File: config.mk
export PLATFORM = sky130hd
export DESIGN_NAME = tcw_front
export DESIGN_NICKNAME = d
export VERILOG_FILES = /design/src/rtl/core/tcw_pkg.sv /design/src/rtl/core/tcw_front.sv
export SDC_FILE = /design/constraint.sdc
export NUM_CORES = 1
export LEC_CHECK = 0
export BUFFER_PORTS_ARGS = -buffer_cell sky130_fd_sc_hd__buf_2
export CAP_MARGIN = 5
export CORE_MARGIN = 4
export CORE_UTILIZATION = 45
export CTS_BUF_LIST = sky130_fd_sc_hd__clkbuf_2
export DETAILED_ROUTE_END_ITERATION = 10
export GPL_ROUTABILITY_DRIVEN = 1
export PLACE_DENSITY = 0.68
export SLEW_MARGIN = 25
export SYNTH_ARGS = -nofsm -noshare
export SYNTH_HDL_FRONTEND = slang
export SYNTH_SLANG_ARGS = --single-unit
File: constraint.sdc
create_clock -name clk -period 2.4 [get_ports clk]
set_clock_uncertainty 0.2 [all_clocks]
set_input_delay 0.12 -clock clk [delete_from_list [all_inputs] [get_ports clk]]
set_output_delay 0.12 -clock clk [all_outputs]
set_load 0.02 [all_outputs]
File: src/rtl/core/tcw_pkg.sv
// Shared constants, types and helpers of the text console writer.
package tcw_pkg;

	localparam int SCREEN_COLUMNS = 80;
	localparam int SCREEN_ROWS    = 25;
	localparam int DISPLAY_CELLS  = 16384;
	localparam int CONSOLE_COUNT  = 4;

	localparam int SLICE_CELLS  = DISPLAY_CELLS / CONSOLE_COUNT;
	localparam int USABLE_CELLS = SLICE_CELLS - SCREEN_COLUMNS;
	localparam int SCREEN_CELLS = SCREEN_COLUMNS * SCREEN_ROWS;

	// word field widths
	localparam int CON_FW    = 2;
	localparam int CHAR_W    = 8;
	localparam int RADDR_W   = 14;
	localparam int CURSOR_W  = 15;
	localparam int SCREEN_W  = 14;
	localparam int DATA_W    = 16;
	localparam int FIRST_W   = 12;

	// internal widths
	localparam int MAW = $clog2(DISPLAY_CELLS);
	localparam int PW  = MAW + 1;
	localparam int SW  = MAW;
	localparam int CIW = (CONSOLE_COUNT > 1) ? $clog2(CONSOLE_COUNT) : 1;
	localparam int WCW = (SCREEN_COLUMNS > 1) ? $clog2(SCREEN_COLUMNS) : 1;

	// row = (offset * DIV_M) >> DIV_K, exact for any PW-bit offset
	localparam int DIV_K  = PW + $clog2(SCREEN_COLUMNS) + 1;
	localparam int DIV_M  = ((1 << DIV_K) + SCREEN_COLUMNS - 1) / SCREEN_COLUMNS;
	localparam int DIV_MW = DIV_K - $clog2(SCREEN_COLUMNS) + 1;

	localparam logic [7:0]        TEXT_ATTR    = 8'h07;
	localparam logic [CHAR_W-1:0] NEWLINE_CODE = 8'd10;

	typedef enum logic [1:0] {
		KIND_READ    = 2'd0,
		KIND_CHAR    = 2'd1,
		KIND_NEWLINE = 2'd2,
		KIND_NOP     = 2'd3
	} kind_t;

	typedef struct packed {
		kind_t               kind;
		logic [CIW-1:0]      con;
		logic [CHAR_W-1:0]   ch;
		logic [RADDR_W-1:0]  addr;
	} item_t;

	typedef struct packed {
		logic               init0;
		logic [FIRST_W-1:0] first_cursor;
		logic [CON_FW-1:0]  active;
	} cfg_t;

	function automatic logic [PW-1:0] slice_start(input logic [CIW-1:0] idx);
		return PW'(SLICE_CELLS * int'(idx));
	endfunction

endpackage

File: src/rtl/core/tcw_front.sv
// Input side: accepts words, classifies them and queues them for the back end.
module tcw_front (
	input  logic                         clk,
	input  logic                         arst_n,
	input  logic                         item_valid,
	output logic                         item_stall,
	input  logic                         op,
	input  logic [tcw_pkg::CON_FW-1:0]   console_index,
	input  logic [tcw_pkg::CHAR_W-1:0]   char_code,
	input  logic [tcw_pkg::RADDR_W-1:0]  read_address,
	input  logic                         hold,
	output logic                         q_valid,
	output tcw_pkg::item_t               q_item,
	input  logic                         q_pop
);

	tcw_pkg::item_t ent_q [2];
	logic           wr_ptr_q;
	logic           rd_ptr_q;
	logic [1:0]     count_q;
	tcw_pkg::item_t cls;
	logic           push;

	always_comb begin
		cls.con  = tcw_pkg::CIW'(console_index);
		cls.ch   = char_code;
		cls.addr = read_address;
		priority if (op) begin
			cls.kind = tcw_pkg::KIND_READ;
		end else if (32'(console_index) >= 32'(tcw_pkg::CONSOLE_COUNT)) begin
			cls.kind = tcw_pkg::KIND_NOP;
		end else if (char_code == tcw_pkg::NEWLINE_CODE) begin
			cls.kind = tcw_pkg::KIND_NEWLINE;
		end else begin
			cls.kind = tcw_pkg::KIND_CHAR;
		end
	end

	assign item_stall = (count_q == 2'd2) || hold;
	assign push       = item_valid && !item_stall;
	assign q_valid    = (count_q != 2'd0);
	assign q_item     = ent_q[rd_ptr_q];

	always_ff @(posedge clk) begin
		if (push) begin
			ent_q[wr_ptr_q] <= cls;
		end
	end

	always_ff @(posedge clk or negedge arst_n) begin
		if (!arst_n) begin
			wr_ptr_q <= 1'b0;
			rd_ptr_q <= 1'b0;
			count_q  <= 2'd0;
		end else begin
			if (push) begin
				wr_ptr_q <= !wr_ptr_q;
			end
			if (q_pop) begin
				rd_ptr_q <= !rd_ptr_q;
			end
			count_q <= count_q + 2'(push) - 2'(q_pop);
		end
	end

endmodule

Yosys cells after proc, flatten, opt, wreduce, memory -nomap -nowiden
Memory sizes are Yosys's and may differ from the RTL's. Index checks and enable logic that the tools add are counted.

Reduce and logical (&&, ||, !) cells: 6. Add/subtract/negate cells: 2. Multiplexer cells: 4. Equal/unequal tests: 2.

Operators with widths (number): $eq A8 B4 Y1 const B (1); $mux W2 (2); $logic_not A1 Y1 (3); $add A2 B1 Y2 (1); $eq A2 B2 Y1 const B (1); $mux W1 (2); $reduce_bool A2 Y1 (1); $sub A2 B1 Y2 (1); $logic_and A1 B1 Y1 (1); $logic_or A1 B1 Y1 (1).

Input port bits: 30. Word-level logic and storage cells: 18. Bits in registers: 4. Output and inout bits: 28. Bits in writable memories: 52. Memories kept: 1.

Memory list: ent_q (words 2, bits a word 26, read ports 1, clocked after Yosys merged registers in 0, write ports 1, line tcw_front.sv:17) `tcw_pkg::item_t ent_q [2];`.

Logic depth before layout (Yosys ltp)
Gate-level depths: netlist of run 1.

Depth after elaboration: 6. Gate-level depth with buffers: 7. Mapped depth without buffers: 7.

Worst setup path before layout of run 1
No wires, ideal clock.

Path kind: register -> register. Start: register count_q[1]. End: memory ent_q[0][0] in the netlist's numbering, enable pin. Clock period less this slack: 2.363 ns. Stages on the path, launching flop included: 4. Required time: 1.791 ns. Setup time: 0.409 ns. Buffers on the path: 0. Arrival: 1.754 ns. Slack: 0.037 ns. Path through: dfrtp_1 nand2b_1 nand3b_1 nor2_1.

Longest elaborated chain between the ends: 6.

RTL lines: start, declared (line tcw_front.sv:20) `logic [1:0] count_q;`; start signal, assigned (line tcw_front.sv:62) `count_q <= count_q + 2'(push) - 2'(q_pop);`; $eq A2 B2 Y1 (line tcw_front.sv:39) `assign item_stall = (count_q == 2'd2) || hold;`; $logic_or A1 B1 Y1 (line tcw_front.sv:39); $logic_not A1 Y1 (line tcw_front.sv:40) `assign push = item_valid && !item_stall;`; $logic_and A1 B1 Y1 (line tcw_front.sv:40); $mux W1 (line tcw_front.sv:45) `if (push) begin`; $mux W1 (not written as such) (line tcw_front.sv:46) `ent_q[wr_ptr_q] <= cls;`; end, declared (line tcw_front.sv:17).

No other way between the ends.

==> results.py, run 1 <==
metrics = {
    "hold_path": {
        "hold_class": "primary input to flop",
        "hold_end": "ent_q[1][18]$_DFFE_PP_",
        "hold_depth": 4,
        "min_from": "hold",
    },
    "worst_setup_path": {
        "critPathLaunchType": "flop",
        "r2r-end": "count_q[1]$_DFF_PN0_",
        "crit_fanout": 16,
        "critical_path_class": "flop to primary output",
        "crit-reg2reg-launch": "count_q[1]$_DFF_PN0_",
        "crit_arrival_ps": 1660,
        "cp.required_ps": 2080,
        "slowest_stage": "dfrtp_1",
        "r2r_slack_ps": 540,
        "end_kind": "primary output",
        "max_stage_delay_ps": 400,
        "path_cells": "buf_4 -> mux2_2 -> buf_2",
        "reg2reg_depth": 7,
    },
    "clock_tree": {
        "clock_path_buffers": 2,
        "cts_setup_buffers": 0,
        "htree_num_levels": 2,
        "numClockSinks": 56,
        "cts-root-buf": "clkbuf_2",
        "cts-resized-gates": 0,
        "cts_tree": "built",
        "insertion_delay_ps": 400,
        "clk_pin_slew_worst_paths_ps": 230,
        "ctsHoldBuffers": 30,
        "cts_buffers": 5,
    },
    "routing": {
        "first_pass_iters": 3,
        "vias": 1225,
        "first_iter_violations": 46,
        "vias_per_cell": 4.554,
        "wl_per_cell_microns": 13.95,
        "drc": 0,
        "ant_nets": 0,
        "drt_wl_total_microns": 3752,
    },
    "sta": {
        "setup_viol": 0,
        "fin_crit_sh": 0.8247,
        "hold_viol_final": 0,
        "fmax_ghz": 0.5053,
        "slew_headroom": 0.7108,
        "rsz0062_at_grt": "false",
        "tightest_slew_ps": 429.8,
        "drv_slew": 0,
        "fin_crit_ps": 1979,
        "fin_setup_tns_ps": 0,
    },
    "layout": {
        "layout-drive-gt1-share": 0.4901,
        "area_growth_pct": 32.03,
        "fillers": 372,
        "layout_commonest_cell": "buf_2",
        "layout.nets": 233,
        "final_cells": 269,
        "final_cell_mix": "buf_2, edfxtp_1, dlygate4sd3_1, mux2_4",
        "num_antenna_cells": 0,
    },
    "synthesis": {
        "synth-seq-cells": 56,
        "yosys.area.top_type_share": 0.7075,
        "syn-num-nets": 136,
        "ys_seq_area_frac": 0.7528,
        "yosysTopAreaCell": "edfxtp_1",
        "syn_inst": 104,
        "avgSynthCellArea_sq_um": 21.22,
        "synth_area_leaders": "edfxtp_1, mux2_4, dfrtp_1",
        "ys_warn_count": 0,
        "synth_cell_types": 18,
        "synthesis.area_sq_um": 2207,
    },
    "power": {
        "p_per_area_nw_per_um2": 914.6,
        "intPower_mw": 1.805,
        "switching_share": 0.3228,
        "p_switching_mw": 0.8604,
        "seq_power_share": 0.478,
        "p_leak_nw": 1.170,
        "peakVddDrop_v": 0.0005154,
        "clockPowerShare": 0.123,
        "total_power_mw": 2.665,
        "p_comb_frac": 0.398,
    },
    "die": {
        "fp.dieArea_sq_um": 6089,
        "dieHeight_microns": 78.04,
        "fp-row-count": 25,
        "initial_core_util": 0.4673,
        "core_area_sq_um": 4723,
        "ioPinCount": 58,
        "die-width_microns": 78.04,
    },
    "global_route": {
        "grt_overflow": 0,
        "grt_use_total": 0.1305,
        "grt_pass1_vias": 1402,
        "grt_max_degree": 17,
        "antenna_found_initial": 0,
        "grt_pass1_wl_microns": 6134,
    },
    "placement": {
        "place.gp.congestion": 0.6557,
        "portBuffers": 57,
        "hpwl_microns": 2587,
        "post-place-cells": 231,
    },
    "status": {
        "outcome": "complete, no violations",
    },
    "job": {
        "cap_violations": 0,
    },
}
## synth_stat cells (all sizes together)
cell	instances
dfrtp	4
xnor2	3
edfxtp	52
xor2	1
inv	2
nor4	1
nor2	3
nand3b	1
or2	1
a21oi	1
nand2	1
mux2	26
buf	3
nand2b	2
nor4bb	1
ha	2
## state kept, by name, indices dropped and copies added (netlist names)
register  flops
ent_q        52
wr_ptr_q      1
rd_ptr_q      1
count_q       2
## how the worst max path moves through the flow
stage / start / end / slack, ps / depth (start not counted)
after floorplan: count_q[1]$_DFF_PN0_ / ent_q[0][0]$_DFFE_PP_ / 40 / 3
after global placement: count_q[1]$_DFF_PN0_ / count_q[1]$_DFF_PN0_ / 640 / 7
after detailed placement: count_q[1]$_DFF_PN0_ / count_q[1]$_DFF_PN0_ / 530 / 7
after CTS: rd_ptr_q$_DFFE_PN0P_ / q_item[20] / 380 / 3
after global routing: rd_ptr_q$_DFFE_PN0P_ / q_item[25] / 290 / 3
final: rd_ptr_q$_DFFE_PN0P_ / q_item[20] / 420 / 3
## final cells by class
cell class / count / area, sq um / share of cell area
sequential: 56 / 1662 / 0.5702
timing repair buffer: 93 / 630.6 / 0.2164
multi-input combinational: 43 / 491.7 / 0.1687
tap: 67 / 83.83 / 0.02877
clock buffer: 7 / 35.03 / 0.01202
inverter: 2 / 7.507 / 0.002576
clock inverter: 1 / 3.754 / 0.001288
## layer usage
metal  vias up  global-route usage  share of wire
li1        588                   -              -
met1       593              0.1414           0.41
met2        38              0.2397           0.52
met3         6             0.04243          0.060
met4         0             0.04196          0.013
met5         -                   0              0
## critical path: cells and delay by family, from the launching register on
family / cells / cell delay [ps]
buf+inv: 2 / 460
flops: 1 / 400
mux: 1 / 380
## through the flow
step / hold WS, ps / area [sq um] / utilization / worst slack [ps]
detailed placement: -268.4 / 2575 / 0.5452 / 534.2
global placement: -272.5 / 2575 / 0.5452 / 643.0
CTS: 165.7 / 2914 / 0.6170 / 378.4
finish: 190.6 / 2914 / 0.6170 / 420.8
global route: 160.9 / 2914 / 0.6170 / 287.4
floorplan: -375.6 / 2207 / - / 37.08
## kinds of logic (layout without fill, tap and decap cells)
group | after synthesis | after routing | synth area share
simple gates | 10 | 10 | 0.02608
buf+inv | 5 | 103 | 0.02665
fa+ha+maj | 2 | 2 | 0.01134
xor+xnor | 4 | 4 | 0.01588
compound gates | 1 | 1 | 0.002265
flops | 56 | 56 | 0.7528
mux | 26 | 26 | 0.1650
## power groups by stage
stage	sequential (mW)	combinational, mW	clock [mW]
after floorplan	1.29	0.822	0
after global placement	1.29	1.02	0
after detailed placement	1.30	1.04	0
after CTS	1.28	1.08	0.345
after global routing	1.29	1.14	0.379
final	1.27	1.06	0.329
Power figures use the tool's default switching activity.
==> run 2: changes to the inputs <==
--- a/config.mk
+++ b/config.mk
@@ -5,6 +5,7 @@
 export SDC_FILE = /design/constraint.sdc
 export NUM_CORES = 1
 export LEC_CHECK = 0
+export ABC_AREA = 1
 export BUFFER_PORTS_ARGS = -buffer_cell sky130_fd_sc_hd__buf_2
 export CAP_MARGIN = 5
 export CORE_MARGIN = 4
@@ -12,7 +13,7 @@
 export CTS_BUF_LIST = sky130_fd_sc_hd__clkbuf_2
 export DETAILED_ROUTE_END_ITERATION = 10
 export GPL_ROUTABILITY_DRIVEN = 1
-export PLACE_DENSITY = 0.68
+export PLACE_DENSITY = 0.65
 export SLEW_MARGIN = 25
 export SYNTH_ARGS = -nofsm -noshare
 export SYNTH_HDL_FRONTEND = slang
==> constraint.sdc (replaced) <==
create_clock -name clk -period 1.9 [get_ports clk]
set_clock_uncertainty 0.2 [all_clocks]
set_input_delay 0.095 -clock clk [delete_from_list [all_inputs] [get_ports clk]]
set_output_delay 0.095 -clock clk [all_outputs]
set_load 0.02 [all_outputs]
==> run 2 against run 1 <==
The run now ends with setup timing left. Synthesized area up 3.5%. Clock power up 33%. Count of clock-buffer cells in the layout down 1. Via count up 12%. Largest cell class unchanged.
==> results.py, run 2 <==
metrics = {
    "global_route": {
        "grt_pass1_wl_microns": 7003,
        "grt_use_total": 0.1458,
        "grt_overflow": 0,
        "grt_pass1_vias": 1503,
        "grt_max_degree": 18,
        "antenna_found_initial": 0,
    },
    "layout": {
        "layout.nets": 262,
        "largestRegisters": "ent_q: 52 flops, count_q: 2 flops",
        "layout_commonest_cell": "edfxtp_1",
        "area_growth_pct": 41.68,
        "largest_reg_flops": 52,
        "final_cell_mix": "edfxtp_1, buf_2, dlygate4sd3_1, mux2_4, buf_6",
        "num_antenna_cells": 0,
        "largest_register": "ent_q",
        "final_cells": 298,
        "layout-drive-gt1-share": 0.4372,
    },
    "die": {
        "die-width_microns": 79.26,
        "core_area_sq_um": 4817,
        "dieHeight_microns": 79.26,
        "initial_core_util": 0.4743,
        "fp.dieArea_sq_um": 6281,
        "fp-row-count": 25,
        "ioPinCount": 58,
    },
    "synthesis": {
        "ys_seq_area_frac": 0.7273,
        "syn-num-nets": 162,
        "avgSynthCellArea_sq_um": 17.57,
        "synth_area_leaders": "edfxtp_1, mux2_4, dfrtp_1",
        "synth_cell_types": 15,
        "synth_compound_area_frac": 0,
        "yosysTopAreaCell": "edfxtp_1",
        "synthesis.area_sq_um": 2285,
        "synth_commonest_cells": "edfxtp_1, mux2_4, nand2_1",
        "synthAdderAreaFrac": 0.01095,
        "ys_warn_count": 0,
        "synth_top_family_by_area": "multiplexers",
        "yosysMostFrequentCell": "edfxtp_1",
        "syn_inst": 130,
        "synthSimpleGateAreaFrac": 0.04710,
        "yosys.area.top_type_share": 0.6835,
        "synth-seq-cells": 56,
        "synth_xor_area_frac": 0.01150,
        "async_flop_share": 0.07143,
        "synth_edf_count": 52,
        "ys.flop_type": "edfxtp_1",
        "synth_mux_area_frac": 0.1594,
    },
    "placement": {
        "post-place-cells": 256,
        "place_ws_ps": 201.0,
        "portBuffers": 57,
        "place.gp.congestion": 0.6974,
        "hpwl_microns": 2842,
    },
    "power": {
        "p_comb_frac": 0.464,
        "clockPowerShare": 0.113,
        "seq_power_share": 0.423,
        "p_switching_mw": 1.250,
        "p_leak_nw": 1.371,
        "p_per_area_nw_per_um2": 1197,
        "intPower_mw": 2.625,
        "peakVddDrop_v": 0.0007375,
        "total_power_mw": 3.876,
        "switching_share": 0.3226,
    },
    "sta": {
        "fin_crit_sh": 1.001,
        "hold_viol_final": 0,
        "slew_headroom": 0.8274,
        "rsz0062_at_grt": "true",
        "fin_ws_ps": -2.437,
        "drv_slew": 0,
        "setup_viol": 3,
        "fin_crit_ps": 1902,
        "tightest_slew_ps": 258.9,
        "fmax_ghz": 0.5256,
    },
    "worst_setup_path": {
        "slowest_stage": "dfrtp_2",
        "cp.required_ps": 1600,
        "critical_path_class": "flop to primary output",
        "critPathLaunchType": "flop",
        "crit-reg2reg-launch": "count_q[1]$_DFF_PN0_",
        "max_stage_delay_ps": 540,
        "crit_fanout": 13,
        "crit_arrival_ps": 1610,
        "crit_start": "rd_ptr_q$_DFFE_PN0P_",
        "path_cells": "buf_16 -> mux2_4 -> buf_2",
        "end_kind": "primary output",
    },
    "routing": {
        "vias": 1375,
        "vias_per_cell": 4.614,
        "drc": 0,
        "ant_nets": 0,
        "first_iter_violations": 33,
        "first_pass_iters": 4,
        "wl_per_cell_microns": 15.01,
        "drt_wl_total_microns": 4474,
    },
    "clock_tree": {
        "cts-root-buf": "clkbuf_2",
        "cts_buffers": 5,
        "cts_tree": "built",
        "insertion_delay_ps": 410,
        "clock_path_buffers": 2,
        "numClockSinks": 56,
        "htree_num_levels": 2,
        "clk_pin_slew_worst_paths_ps": 250,
    },
    "hold_path": {
        "hold_class": "primary input to flop",
        "min_from": "q_pop",
    },
    "status": {
        "violations": "setup timing",
        "outcome": "finished, violations left",
    },
    "job": {
        "cap_violations": 0,
    },
}
## run 2: metal layers
layer / routed length, microns / part of all wire / vias to the layer above / track usage
met4: 0 / 0 / 0 / 0.03093
met3: 192 / 0.043 / 0 / 0.03968
met1: 1804 / 0.40 / 673 / 0.1697
li1: - / - / 661 / -
met5: 0 / 0 / - / 0
met2: 2478 / 0.55 / 41 / 0.2677
## run 2: critical path: cells and delay by family, from the launching register on
family	cells	cell delay (ps)
buffers and inverters	2	350
DFF	1	540
muxes	1	300
## run 2: per-stage QoR
| stage | instance area (sq um) | hold slack [ps] | util | TNS [ps] |
|---|---|---|---|---|
| after global routing | 3237 | 120.3 | 0.6719 | -1662 |
| final | 3237 | 171.0 | 0.6719 | -6.056 |
| after detailed placement | 2660 | -288.7 | 0.5522 | 0 |
| after floorplan | 2292 | -400.6 | - | 0 |
| after global placement | 2660 | -292.8 | 0.5522 | 0 |
| after CTS | 3092 | 147.4 | 0.6418 | -275.5 |
## run 2: logic make-up after synthesis
family                     Yosys count
and+or+nand+nor                     27
muxes                               26
adders and majority gates            2
xor gates and xnor gates             3
buffers and inverters               16
DFF                                 56
## run 2: cell type report
| type | count | area [sq um] |
|---|---|---|
| clock inverters | 2 | 11.26 |
| flip-flops and latches | 56 | 1663 |
| repair buffers | 96 | 843.3 |
| clock buffers | 6 | 30.03 |
| multi-input cells | 58 | 556.8 |
| fillers | 374 | 1580 |
| well taps | 67 | 83.83 |
| inverters | 13 | 48.80 |
## run 2: power by group through the flow
stage / sequential, mW / combinational, mW / clock [mW]
after CTS: 1.63 / 1.56 / 0.454
after global routing: 1.66 / 1.90 / 0.503
after detailed placement: 1.64 / 1.35 / 0
final: 1.64 / 1.80 / 0.439
after floorplan: 1.62 / 1.06 / 0
after global placement: 1.63 / 1.33 / 0
## run 2: final timing paths
check                                       endpoint  slack, ps  cells past startpoint
worst min register to register  wr_ptr_q$_DFFE_PN0P_        330                      2
worst max register to register  count_q[1]$_DFF_PN0_        180                      8
worst min-delay path            rd_ptr_q$_DFFE_PN0P_        170                      3
max in group asynchronous       rd_ptr_q$_DFFE_PN0P_       1000                      3
worst max-delay path                      q_item[11]         -2                      3
min in group asynchronous       rd_ptr_q$_DFFE_PN0P_        320                      3
## run 2: timing repair
action,4_1_cts,5_1_grt
hold endpoints to repair,60,0
cloned,1,1
endpoints found under the setup margin,26,26
hold buffers,31,0
buffers inserted,1,0
resized for setup,16,37
==> run 3: changes to the inputs <==
--- a/config.mk
+++ b/config.mk
@@ -14,6 +14,7 @@
 export DETAILED_ROUTE_END_ITERATION = 10
 export GPL_ROUTABILITY_DRIVEN = 1
 export PLACE_DENSITY = 0.65
+export REMOVE_ABC_BUFFERS = 1
 export SLEW_MARGIN = 25
 export SYNTH_ARGS = -nofsm -noshare
 export SYNTH_HDL_FRONTEND = slang
==> constraint.sdc (replaced) <==
create_clock -name clk -period 1.9 [get_ports clk]
set_clock_uncertainty 0.2 [all_clocks]
set_input_delay 0.38 -clock clk [delete_from_list [all_inputs] [get_ports clk]]
set_output_delay 0.38 -clock clk [all_outputs]
set_load 0.02 [all_outputs]
==> run 3 against run 2 <==
The run still ends with setup timing left. Critical path depth unchanged. Cell count up 0.67%. Cell area up 1.4%. Highest routed layer is now met4.
==> results.py, run 3 (same netlist as run 2, synthesis figures left out) <==
metrics = {
    "sta": {
        "setup_viol": 26,
        "drv_slew": 0,
        "fin_crit_sh": 1.139,
        "fmax_ghz": 0.4620,
        "fin_crit_ps": 2165,
        "hold_viol_final": 0,
        "rsz0062_at_grt": "true",
        "fin_ws_ps": -264.5,
        "slew_headroom": 0.8140,
        "tightest_slew_ps": 279.0,
    },
    "layout": {
        "largest_register": "ent_q",
        "seqCellArea_sq_um": 1663,
        "layout.nets": 264,
        "largest_reg_flops": 52,
        "area_growth_pct": 43.70,
        "final_cells": 300,
        "design_area_sq_um": 3283,
        "multi_input_area_sq_um": 559.3,
        "num_antenna_cells": 0,
        "final_cell_mix": "edfxtp_1, dlygate4sd3_1, buf_2, buf_6, mux2_4",
        "layout-drive-gt1-share": 0.4678,
        "fillers": 356,
        "layout_commonest_cell": "edfxtp_1",
        "fin_util": 0.6816,
        "largestRegisters": "ent_q: 52 flops, count_q: 2 flops",
    },
    "clock_tree": {
        "cts-root-buf": "clkbuf_2",
        "cts_tree": "built",
        "clock_path_buffers": 2,
        "htree_num_levels": 2,
        "clk_pin_slew_worst_paths_ps": 240,
        "numClockSinks": 56,
        "cts_buffers": 5,
        "insertion_delay_ps": 420,
    },
    "status": {
        "outcome": "finished, violations left",
        "violations": "setup timing",
    },
    "power": {
        "peakVddDrop_v": 0.0005965,
        "intPower_mw": 2.720,
        "switching_share": 0.3215,
        "total_power_mw": 4.009,
        "p_switching_mw": 1.289,
        "clockPowerShare": 0.113,
        "p_per_area_nw_per_um2": 1221,
        "p_leak_nw": 1.396,
        "p_comb_frac": 0.478,
        "seq_power_share": 0.409,
    },
    "global_route": {
        "grt_overflow": 0,
        "grt_max_degree": 18,
        "antenna_found_initial": 0,
        "grt_pass1_vias": 1489,
        "grt_pass1_wl_microns": 6996,
        "grt_use_total": 0.1475,
    },
    "placement": {
        "portBuffers": 57,
        "post-place-cells": 258,
        "placed_area_sq_um": 2670,
        "place_ws_ps": 213.1,
        "hpwl_microns": 2863,
        "place.gp.congestion": 0.7144,
    },
    "die": {
        "ioPinCount": 58,
        "dieHeight_microns": 79.26,
        "fp.dieArea_sq_um": 6281,
        "fp-row-count": 25,
        "die-width_microns": 79.26,
        "core_area_sq_um": 4817,
        "initial_core_util": 0.4743,
    },
    "routing": {
        "wl_per_cell_microns": 14.40,
        "top_layer": "met4",
        "vias_per_cell": 4.600,
        "wl_met3_microns": 259,
        "drt-met1-wl_microns": 1677,
        "drc": 0,
        "first_pass_iters": 4,
        "ant_nets": 0,
        "drt_wl_total_microns": 4319,
        "vias": 1380,
        "wl_met2_microns": 2328,
        "first_iter_violations": 54,
    },
    "worst_setup_path": {
        "crit_fanout": 7,
        "end_kind": "primary output",
        "crit_start": "rd_ptr_q$_DFFE_PN0P_",
        "reg2reg_depth": 9,
        "crit-reg2reg-launch": "count_q[0]$_DFF_PN0_",
        "cp.required_ps": 1320,
        "crit_arrival_ps": 1580,
        "critical_path_class": "flop to primary output",
        "critPathLaunchType": "flop",
    },
    "hold_path": {
        "min_from": "hold",
        "hold_depth": 4,
        "hold_class": "primary input to flop",
    },
    "job": {
        "cap_violations": 0,
    },
}
-- run 3: cell types whose count changed in the layout (fill, tap and decap cells not counted), sizes merged --
cell	delta
buf	+4
dlygate4sd3	-2
-- run 3: power by group through the flow --
stage	combinational [mW]	sequential [mW]	clock, mW
floorplan	0.836	1.72	0
global placement	1.34	1.63	0
detailed placement	1.38	1.64	0
CTS	1.90	1.64	0.466
global route	2.03	1.66	0.519
finish	1.92	1.64	0.454
-- run 3: cell type report --
class / count / area share
Clock buffer: 6 / 0.009146
Multi-Input combinational cell: 58 / 0.1704
Tap cell: 67 / 0.02553
Sequential cell: 56 / 0.5065
Timing Repair Buffer: 98 / 0.2687
Inverter: 13 / 0.01486
Clock inverter: 2 / 0.004954
-- run 3: layer usage --
layer	vias up	GRT usage
met5	-	0
met4	0	0.05155
met3	7	0.04308
met2	48	0.2660
met1	659	0.1650
li1	666	-
-- run 3: per-stage QoR --
step	hold slack [ps]	TNS (ps)
2_1_floorplan	-115.6	-15680
3_3_place_gp	-12.63	0
3_5_place_dp	-11.25	0
4_1_cts	20.72	-7459
5_1_grt	25.98	-8638
6_report	75.26	-6301
-- run 3: path summary, 6_finish.rpt --
| check | slack [ps] | to |
|---|---|---|
| min in group asynchronous | 600 | count_q[1]$_DFF_PN0_ |
| worst max register to register | 230 | count_q[1]$_DFF_PN0_ |
| max in group asynchronous | 780 | rd_ptr_q$_DFFE_PN0P_ |
| worst max-delay path | -260 | q_item[2] |
| worst min register to register | 340 | wr_ptr_q$_DFFE_PN0P_ |
| worst min-delay path | 80 | wr_ptr_q$_DFFE_PN0P_ |
-- run 3: timing repair --
action,4_1_cts,5_1_grt
pin swaps,0,2
hold endpoints to repair,56,4
cloned,1,0
gates resized for setup,67,6
buffers inserted,2,2
endpoints found under the setup margin,27,28
hold buffers,28,1
-- run 3: worst max-delay path, stage by stage, from the launching register on --
cell and delay [ps]:
dfrtp_2 530, clkbuf_16 190, mux2_4 300, buf_6 130
